<file path="src/rtl/ucr_pkg.sv">
// Shared types and constants for the canonical reordering block.
// No dependencies; imported by every other file in the block.
`timescale 1ns / 1ps
`default_nettype none

package ucr_pkg;

  localparam int CP_W        = 21;
  localparam int CLS_W       = 8;
  localparam int MAX_PENDING = 32;
  localparam int CNT_W       = $clog2(MAX_PENDING + 1);
  localparam int TDATA_W     = ((CP_W + CLS_W + 7) / 8) * 8;

  typedef struct packed {
    logic [CLS_W-1:0] cls;
    logic [CP_W-1:0]  cp;
  } mark_t;

  typedef enum logic [1:0] {
    OP_HOLD,
    OP_INSERT,
    OP_SHIFT
  } chain_op_e;

  typedef struct packed {
    chain_op_e        op;
    logic [CNT_W-1:0] count;
    mark_t            new_mark;
  } chain_ctrl_t;

  typedef enum logic [1:0] {
    ST_IDLE,
    ST_DRAIN,
    ST_STARTER,
    ST_INSERT
  } state_e;

  typedef enum logic [1:0] {
    AFT_NONE,
    AFT_STARTER,
    AFT_MARK
  } after_e;

endpackage

`default_nettype wire

</file>
<file path="src/rtl/unicode_canonical_reorder_top.sv">
// Top level of the canonical reordering block: control, output register and chain.
// Depends on ucr_pkg and ucr_chain.
`timescale 1ns / 1ps
`default_nettype none

// Canonical ordering of combining marks. Each input item is a decomposed code
// point with its combining class. Marks (nonzero class) go into a chain of
// MAX_PENDING cells that is kept sorted by class, equal classes in arrival
// order; a mark is inserted as it is taken and the block is ready again at once.
// A starter releases the held marks from the head of the chain, one item per
// cycle unless the result side holds back, followed by the starter itself with
// tlast set; a starter with nothing held is forwarded alone with tlast set.
// A flush item (input tlast) releases the held marks with tlast on the final
// one, and yields nothing when none are held. A mark that finds the chain full
// first releases all MAX_PENDING held marks with tuser (overflow) set and tlast
// on the final one, and is then inserted. The release rate is set by the single
// read point at the head of the chain, which shifts by one cell per result.
// Results pass through one output register, and an input item is taken only
// when that register is free or being emptied in the same cycle.

module unicode_canonical_reorder_top
  import ucr_pkg::*;
(
  input  wire logic               clk_i,
  input  wire logic               rst_ni,
  // s_axis_tdata: code_point [20:0], comb_class [28:21], zero padding above
  input  wire logic [TDATA_W-1:0] s_axis_tdata,
  input  wire logic               s_axis_tlast,   // flush: end of string
  input  wire logic               s_axis_tvalid,
  output logic                    s_axis_tready,
  // m_axis_tdata: out_code_point [20:0], out_class [28:21], zero padding above
  output logic [TDATA_W-1:0]      m_axis_tdata,
  output logic                    m_axis_tlast,   // last result of this input item
  output logic                    m_axis_tuser,   // overflow
  output logic                    m_axis_tvalid,
  input  wire logic               m_axis_tready
);

  state_e           state_q, state_d;
  after_e           after_q, after_d;
  logic             final_q, final_d;
  logic             ovf_q, ovf_d;
  logic [CNT_W-1:0] count_q, count_d;
  mark_t            save_q;
  logic             save_load;

  logic             out_valid_q;
  mark_t            out_mark_q, out_mark_d;
  logic             out_last_q, out_last_d;
  logic             out_ovf_q, out_ovf_d;
  logic             out_load;
  logic             load_ok;

  mark_t            in_mark;
  logic             acc;
  logic             is_full;
  chain_ctrl_t      ctrl;
  mark_t            head;

  assign in_mark.cp  = s_axis_tdata[CP_W-1:0];
  assign in_mark.cls = s_axis_tdata[CP_W+CLS_W-1:CP_W];

  // The output register may be reloaded when empty or emptied this cycle.
  assign load_ok = !out_valid_q || m_axis_tready;
  assign acc     = s_axis_tvalid && s_axis_tready;
  assign is_full = count_q == CNT_W'(MAX_PENDING);

  ucr_chain u_chain (
    .clk_i  (clk_i),
    .ctrl_i (ctrl),
    .head_o (head)
  );

  // Next state.
  always_comb begin
    state_d = state_q;
    unique case (state_q)
      ST_IDLE: begin
        if (acc) begin
          if (s_axis_tlast || in_mark.cls == '0) begin
            if (count_q != '0) begin
              state_d = ST_DRAIN;
            end
          end else if (is_full) begin
            state_d = ST_DRAIN;
          end
        end
      end
      ST_DRAIN: begin
        if (load_ok && count_q == CNT_W'(1)) begin
          unique case (after_q)
            AFT_STARTER: state_d = ST_STARTER;
            AFT_MARK:    state_d = ST_INSERT;
            default:     state_d = ST_IDLE;
          endcase
        end
      end
      ST_STARTER: begin
        if (load_ok) begin
          state_d = ST_IDLE;
        end
      end
      ST_INSERT: state_d = ST_IDLE;
      default:   state_d = ST_IDLE;
    endcase
  end

  // Outputs of the controller: chain command, output register load, saved item.
  always_comb begin
    s_axis_tready = 1'b0;
    ctrl.op       = OP_HOLD;
    ctrl.count    = count_q;
    ctrl.new_mark = in_mark;
    count_d       = count_q;
    out_load      = 1'b0;
    out_mark_d    = in_mark;
    out_last_d    = 1'b0;
    out_ovf_d     = 1'b0;
    save_load     = 1'b0;
    after_d       = after_q;
    final_d       = final_q;
    ovf_d         = ovf_q;
    unique case (state_q)
      ST_IDLE: begin
        s_axis_tready = load_ok;
        if (acc) begin
          if (s_axis_tlast) begin
            final_d = 1'b1;
            ovf_d   = 1'b0;
            after_d = AFT_NONE;
          end else if (in_mark.cls == '0) begin
            if (count_q == '0) begin
              out_load   = 1'b1;
              out_last_d = 1'b1;
            end else begin
              save_load = 1'b1;
              after_d   = AFT_STARTER;
              final_d   = 1'b0;
              ovf_d     = 1'b0;
            end
          end else if (is_full) begin
            save_load = 1'b1;
            after_d   = AFT_MARK;
            final_d   = 1'b1;
            ovf_d     = 1'b1;
          end else begin
            ctrl.op = OP_INSERT;
            count_d = count_q + CNT_W'(1);
          end
        end
      end
      ST_DRAIN: begin
        if (load_ok) begin
          out_load   = 1'b1;
          out_mark_d = head;
          out_last_d = final_q && (count_q == CNT_W'(1));
          out_ovf_d  = ovf_q;
          ctrl.op    = OP_SHIFT;
          count_d    = count_q - CNT_W'(1);
        end
      end
      ST_STARTER: begin
        if (load_ok) begin
          out_load   = 1'b1;
          out_mark_d = save_q;
          out_last_d = 1'b1;
        end
      end
      ST_INSERT: begin
        ctrl.op       = OP_INSERT;
        ctrl.new_mark = save_q;
        count_d       = count_q + CNT_W'(1);
      end
      default: begin
        ctrl.op = OP_HOLD;
      end
    endcase
  end

  always_ff @(posedge clk_i or negedge rst_ni) begin
    if (!rst_ni) begin
      state_q     <= ST_IDLE;
      after_q     <= AFT_NONE;
      final_q     <= 1'b0;
      ovf_q       <= 1'b0;
      count_q     <= '0;
      out_valid_q <= 1'b0;
    end else begin
      state_q <= state_d;
      after_q <= after_d;
      final_q <= final_d;
      ovf_q   <= ovf_d;
      count_q <= count_d;
      if (out_load) begin
        out_valid_q <= 1'b1;
      end else if (m_axis_tready) begin
        out_valid_q <= 1'b0;
      end
    end
  end

  // Payload registers carry no reset.
  always_ff @(posedge clk_i) begin
    if (save_load) begin
      save_q <= in_mark;
    end
    if (out_load) begin
      out_mark_q <= out_mark_d;
      out_last_q <= out_last_d;
      out_ovf_q  <= out_ovf_d;
    end
  end

  assign m_axis_tvalid = out_valid_q;
  assign m_axis_tdata  = {{(TDATA_W - CP_W - CLS_W){1'b0}}, out_mark_q.cls, out_mark_q.cp};
  assign m_axis_tlast  = out_last_q;
  assign m_axis_tuser  = out_ovf_q;

  // The number of held marks never exceeds the chain length.
  a_count_bound : assert property (@(posedge clk_i) disable iff (!rst_ni)
    count_q <= CNT_W'(MAX_PENDING))
    else $error("held mark count beyond chain length");

  // Draining only ever happens with marks held.
  a_drain_nonempty : assert property (@(posedge clk_i) disable iff (!rst_ni)
    state_q == ST_DRAIN |-> count_q != '0)
    else $error("drain with empty chain");

  // Each released mark lowers the count by exactly one.
  a_drain_step : assert property (@(posedge clk_i) disable iff (!rst_ni)
    (state_q == ST_DRAIN && load_ok) |=> count_q == $past(count_q) - CNT_W'(1))
    else $error("drain step did not decrement count");

  // A starter with nothing held comes out on the next cycle as a last item.
  a_lone_starter : assert property (@(posedge clk_i) disable iff (!rst_ni)
    (acc && !s_axis_tlast && in_mark.cls == '0 && count_q == '0)
      |=> (m_axis_tvalid && m_axis_tlast && !m_axis_tuser))
    else $error("lone starter not forwarded");

endmodule

`default_nettype wire

</file>
<file path="src/rtl/ucr_cell.sv">
// One cell of the sorted mark chain: holds a single (class, code point) pair.
// Depends on ucr_pkg.
`timescale 1ns / 1ps
`default_nettype none

module ucr_cell
  import ucr_pkg::*;
(
  input  wire logic      clk_i,
  input  wire chain_op_e op_i,
  input  wire logic      occupied_i,
  input  wire mark_t     new_mark_i,
  input  wire logic      prev_take_i,
  input  wire mark_t     prev_mark_i,
  input  wire mark_t     next_mark_i,
  output logic           take_o,
  output mark_t          mark_o
);

  mark_t mark_q, mark_d;

  // An empty cell, or one whose class is strictly greater, yields its place.
  assign take_o = !occupied_i || (mark_q.cls > new_mark_i.cls);
  assign mark_o = mark_q;

  always_comb begin
    mark_d = mark_q;
    case (op_i)
      OP_INSERT: begin
        if (take_o) begin
          mark_d = prev_take_i ? prev_mark_i : new_mark_i;
        end
      end
      OP_SHIFT: mark_d = next_mark_i;
      default:  mark_d = mark_q;
    endcase
  end

  always_ff @(posedge clk_i) begin
    mark_q <= mark_d;
  end

endmodule

`default_nettype wire

</file>
<file path="src/rtl/ucr_chain.sv">
// Row of ucr_cell instances kept sorted by class; cell 0 is the head.
// Depends on ucr_pkg and ucr_cell.
`timescale 1ns / 1ps
`default_nettype none

module ucr_chain
  import ucr_pkg::*;
(
  input  wire logic        clk_i,
  input  wire chain_ctrl_t ctrl_i,
  output mark_t            head_o
);

  logic  take  [MAX_PENDING];
  mark_t marks [MAX_PENDING];

  for (genvar i = 0; i < MAX_PENDING; i++) begin : g_cell
    logic  occupied;
    logic  prev_take;
    mark_t prev_mark;
    mark_t next_mark;

    assign occupied = CNT_W'(i) < ctrl_i.count;

    if (i == 0) begin : g_first
      assign prev_take = 1'b0;
      assign prev_mark = ctrl_i.new_mark;
    end else begin : g_rest
      assign prev_take = take[i-1];
      assign prev_mark = marks[i-1];
    end

    if (i == MAX_PENDING - 1) begin : g_tail
      assign next_mark = '0;
    end else begin : g_mid
      assign next_mark = marks[i+1];
    end

    ucr_cell u_cell (
      .clk_i       (clk_i),
      .op_i        (ctrl_i.op),
      .occupied_i  (occupied),
      .new_mark_i  (ctrl_i.new_mark),
      .prev_take_i (prev_take),
      .prev_mark_i (prev_mark),
      .next_mark_i (next_mark),
      .take_o      (take[i]),
      .mark_o      (marks[i])
    );
  end

  assign head_o = marks[0];

endmodule

`default_nettype wire
</file>
<file path="config.mk">
export PLATFORM = sky130hd
export DESIGN_NAME = unicode_canonical_reorder_top
export DESIGN_NICKNAME = d
export VERILOG_FILES = /design/src/rtl/ucr_pkg.sv /design/src/rtl/unicode_canonical_reorder_top.sv /design/src/rtl/ucr_cell.sv /design/src/rtl/ucr_chain.sv
export SDC_FILE = /design/constraint.sdc
export NUM_CORES = 2
export LEC_CHECK = 0
export BUFFER_PORTS_ARGS = -buffer_cell sky130_fd_sc_hd__buf_2
export CAP_MARGIN = 20
export CORE_UTILIZATION = 55
export CTS_CLUSTER_SIZE = 24
export DETAILED_ROUTE_END_ITERATION = 8
export PLACE_DENSITY = 0.71
export SYNTH_ARGS = -nofsm -noshare
export SYNTH_HDL_FRONTEND = slang
export SYNTH_SLANG_ARGS = --single-unit
export TNS_END_PERCENT = 30
</file>
<file path="constraint.sdc">
create_clock -name clk_i -period 7.15 [get_ports clk_i]
set_clock_uncertainty 0.1 [all_clocks]
set_input_delay 1.0725 -clock clk_i [delete_from_list [all_inputs] [get_ports clk_i]]
set_output_delay 1.0725 -clock clk_i [all_outputs]
set_load 0.05 [all_outputs]
</file>
* Yosys cells after proc, flatten, opt, wreduce, memory -nomap -nowiden *
Index checks and enable logic that the tools add are counted.

storage, ports and cells
  output and inout bits = 36
  bits of input ports = 37
  register bits after elaboration = 1,001

cells by class
  magnitude comparators = 64
  multiplexer cells = 145
  equal/unequal tests = 51
  reductions and logical operators = 115
  add/subtract/negate cells = 2

operators by type and width
  cell                 count
  $mux 29              66
  $pmux 29 s2          33
  $gt 8x8->1           32
  $lt 5x6->1 const A   16
  $ne 2x2->1 const B   39
  $reduce_and 2->1     33
  $lt 4x6->1 const A   8
  $logic_or 1x1->1     34
  $logic_not 1->1      33
  $mux 6               5
  $lt 3x6->1 const A   4
  $mux 1               24
  $mux 2               11
  $pmux 6 s3           1
  $lt 1x6->1 const A   2
  $lt 2x6->1 const A   2
  $ne 3x3->1 const B   3
  $eq 2x2->1 const B   4
  $logic_not 8->1      1
  $pmux 2 s4           1
  $add 6x1->6 const B  1
  $eq 2x1->1 const B   3
  $eq 6x1->1 const B   1
  $eq 6x6->1 const B   1
  15 further kinds     19

* Depth between registers and ports, before layout *
  depth in word-level cells = 9
  depth in mapped cells = 15
  gate-level depth less buffers = 10

* Cells and area by module *
From an unflattened synthesis, not the netlist that was laid out.

second synthesis, totals
  cell total of the unflattened synthesis = 5,459
  area total of the unflattened synthesis = 59,181.8 um^2

modules (own cells, without submodules)
  module                         times used  sequential area each (um^2)  cells an instance  area an instance (um^2)
  ucr_cell                       32          870.8                        159                1,722.9
  unicode_canonical_reorder_top  1           2,102.0                      307                3,673.5
  ucr_chain                      1           0.0                          64                 375.4

* Least setup slack after synthesis *
No wires, ideal clock.

  kind = input-to-reg
  from = in s_axis_tdata[28]
  to = reg u_chain.g_cell[1].u_cell.mark_q, in the netlist u_chain.g_cell[1].u_cell.mark_o[0] (enable)
  path slack = 1.053 ns
  data arrival time = 5.542 ns
  setup time = 0.455 ns
  stages = 10
  cell sequence = mux2_2 -> inv_1 -> ha_1 -> nand4_1 -> or3b_2 -> nor4_1 -> a211oi_2 -> buf_2 -> buf_2 -> o21ai_0

on the way
  word-level cells in the longest chain between the ends = 8
  elaborated cells between the ends (all ways) = 13
  classes of those cells = 1 x order compare; 3 x eq/ne; 5 x mux; 4 x reduce/logical

ends and longest elaborated chain
  item                                                              line                                  RTL
  from (decl)                                                       unicode_canonical_reorder_top.sv:27   input wire logic [TDATA_W-1:0] s_axis_tdata,
  $logic_not 8->1                                                   unicode_canonical_reorder_top.sv:131  end else if (in_mark.cls == '0) begin
  $mux 1                                                            unicode_canonical_reorder_top.sv:131
  $mux 1                                                            unicode_canonical_reorder_top.sv:127  if (s_axis_tlast) begin
  $mux 1                                                            unicode_canonical_reorder_top.sv:126  if (acc) begin
  $pmux 2 s3                                                        unicode_canonical_reorder_top.sv:123  unique case (state_q)
  $eq 2x1->1 or $eq 2x2->1 (tied branches)                          ucr_cell.sv:28                        case (op_i)
  $ne 2x2->1 (no source line) or $reduce_bool 2->1 (tied branches)  -
  $reduce_and 2->1 (no source line) (*)                             -
  to (signal assigned)                                              ucr_cell.sv:40                        mark_q <= mark_d;
  to (decl)                                                         ucr_cell.sv:20                        mark_t mark_q, mark_d;

Mark *: on every way between the ends. The rest lies on a longest branch, timed or not.
A chain may end at the register's enable or synchronous reset.

==> impl_metrics.tcl <==
set metrics [dict create \
    r2r-end "u_chain.g_cell[30].u_cell.mark_o[7]" \
    clock_path_buffers 3 \
    slew_violations 0 \
    nNetsFinal 4944 \
    yosysWarnings 0 \
    row_count 115 \
    die_area_mm2 0.100 \
    async_flop_share 0.0120 \
    netlist_top_cells_area "edfxtp_1 (54%), o221a_2 (8.1%), a221oi_1 (4.7%)" \
    coreArea_mm2 0.0983 \
    hold_viol_final 0 \
    fill_cells 7632 \
    worst-path-buf-inv 3 \
    crit_top_cell "buf_4" \
    slew_headroom 0.187 \
    status "completed" \
    period_share 0.783 \
    first_iter_violations 5434 \
    clock_latency_ps 700 \
    cp-end-kind "flop" \
    grt_max_degree 114 \
    crit_path_start "state_q[1]" \
    pin_count 73 \
    vias_per_cell 6.88 \
    first_pass_iters 6 \
    synth.avg_cell_area_um2 11.3 \
    vias 41800 \
    crit_cells 11 \
    start_util 0.554 \
    reg2reg_depth 11 \
    tns_ps 0 \
    critPathKind "flop to flop" \
    crit_chain "ha_2, mux2_2, inv_1, buf_4, buf_4, ha_1, and3_1, or4b_1, a211oi_4, or2_2, o221a_2" \
    ant_nets 0 \
    grt_setup_unrepaired "no" \
    finalCriticalPeriod_ps 5600 \
    r2r-start "state_q[1]" \
    hpwl_um 108000 \
    ys.flop_type "edfxtp_1" \
    cts_hold_buf 0 \
    cp_slowest_stage_delay_ps 770 \
    syn2layout_area_growth_pct 10.6 \
    crit_slowest_cell "a211oi_4" \
    cts_sinks 1000 \
    cp_top_family "simple AND/OR/NAND/NOR gates" \
    cp.arrival_ps 6060 \
    cts_tree "yes" \
    clock-root-buffer "clkbuf_16" \
    antenna_found_initial 1 \
    layout-drive-gt1-share 0.191 \
    r2r_slack_ps 1550 \
    worst-endpoint-required_ps 7610 \
    yosysTopAreaCellShare 0.545 \
    route.detailed.drc 0 \
    numCtsBuffers 106 \
    grt_pass1_vias 39500 \
    ys_ff_latch 1000 \
    multi_input_area_mm2 0.0220 \
    dieHeight_um 317 \
    grt_pass1_wl_um 241000 \
    critPathCapture "u_chain.g_cell[30].u_cell.mark_o[7]" \
    cp_max_fo 21 \
    synth_enable_flop_cells 988 \
    fmax_mhz 179 \
    syn-cell-area_mm2 0.0545 \
    port_buffers 66 \
    hp-class "input port to async pin" \
    path_clk_slew_ps 70 \
    ff_latch_area_mm2 0.0300 \
    startpoint_type "flop" \
    synth_cells 4818 \
    seq_area_frac_synth 0.550 \
    wl_per_cell_um 26.4 \
    overflow 0 \
    wirelength_um 161000 \
    htreeDepth 3 \
    yosys.area.top_type "edfxtp_1" \
    layout.cells.most_common_list "edfxtp_1 (988), nand2_1 (555), nor2_1 (461), o221a_2 (393), a221oi_1 (295)" \
    synthDistinctLibCells 85 \
    final_common_cell "edfxtp_1" \
    fp.dieW_um 317 \
    setup_viol 0 \
    worstMarginPinSlew_ps 1220 \
    grt_use_total 0.313 \
    cts_setup_buffers 0 \
    cap_violations 0 \
    gp_congestion 0.926 \
    cts_resized 0 \
]
==> layer usage <==
layer,track usage,part of all wire,vias up
met2,0.487,0.45,2349
met3,0.0522,0.096,329
li1,-,-,18600
met5,0,0,-
met4,0.110,0.033,0
met1,0.446,0.42,20600
==> flip-flops by register name, summed over array words and instances (netlist names) <==
| name | cells |
|---|---|
| m_axis_tdata | 29 |
| m_axis_tlast | 1 |
| save_q | 29 |
| u_chain.g_cell.u_cell.mark_o | 928 |
| final_q | 1 |
| m_axis_tvalid | 1 |
| count_q | 6 |
| state_q | 2 |
| m_axis_tuser | 1 |
| after_q | 2 |
==> metrics by stage <==
| stage | worst slack [ps] | std cells | util | cell area, µm² | hold slack, ps |
|---|---|---|---|---|---|
| 2_1_floorplan | 1050 | 4820 | - | 54500 | 387 |
| 3_3_place_gp | 1660 | 5866 | 0.571 | 56100 | 438 |
| 3_5_place_dp | 1590 | 5869 | 0.572 | 56200 | 448 |
| 4_1_cts | 1680 | 6067 | 0.610 | 59900 | 128 |
| 5_1_grt | 1410 | 6081 | 0.613 | 60200 | 154 |
| 6_report | 1550 | 6082 | 0.613 | 60200 | 153 |
==> how the worst min path moves through the flow <==
stage	from	end	slack (ps)
2_1_floorplan	after_q[1]	after_q[1]	390
3_3_place_gp	after_q[1]	after_q[1]	440
3_5_place_dp	count_q[0]	count_q[0]	450
4_1_cts	rst_ni	m_axis_tvalid	130
5_1_grt	rst_ni	m_axis_tvalid	150
6_report	rst_ni	m_axis_tvalid	150
==> synth_stat cells, types with 8 or more instances <==
master and count:
edfxtp_1 988, nand2_1 555, nor2_1 472, o221a_2 393
a221oi_1 295, clkbuf_1 290, inv_1 263, ha_1 203
nor3_1 172, o21ai_0 139, buf_2 136, a21oi_1 121
a221o_1 97, a211oi_1 90, nand3_1 48, xnor2_1 42
and3_1 37, a22oi_1 36, and2_1 32, a21o_1 31
mux2i_1 28, o31ai_1 28, o21a_1 25, buf_4 23
nor4_1 17, maj3_1 16, nand4_1 16, or3_1 16
buf_1 13, or2_2 13, a31oi_1 12, dfrtp_1 12
a21boi_0 11, o2111ai_1 11, mux2_2 8, nor2b_1 8
==> worst register-to-register path: stages (launching register included) <==
cell and delay (ps):
dfrtp_1 490, ha_2 490, mux2_2 500, inv_1 610, buf_4 390, buf_4 300, ha_1 180, and3_1 210
or4b_1 510, a211oi_4 770, or2_2 600, o221a_2 310
==> cells by family (layout without fill, tap and decap cells) <==
| group | after synthesis | in the layout | synth area share |
|---|---|---|---|
| adder cells (fa/ha/maj) | 219 | 219 | 0.0496 |
| XOR/XNOR | 45 | 45 | 0.00724 |
| AND/OR/NAND/NOR | 1419 | 1419 | 0.112 |
| multiplexers | 37 | 37 | 0.00722 |
| flip-flops | 1000 | 1000 | 0.550 |
| buffers and inverters | 727 | 701 | 0.0550 |
| other | 1 | 4 | 0.0000689 |
| AO/OA/AOI/OAI | 1370 | 1370 | 0.219 |
==> area by class of cell <==
cell class                      instances  share of cell area
Sequential cell                      1000               0.498
Multi-Input combinational cell       3093               0.365
Clock buffer                          122              0.0454
Timing Repair Buffer                  239              0.0319
Tap cell                             1287              0.0267
Clock inverter                         76              0.0170
Inverter                              264              0.0165
Antenna cell                            1           0.0000416
Power is not shown: default switching activity piles up to over one toggle a cycle in this logic, so the estimate is an artifact.
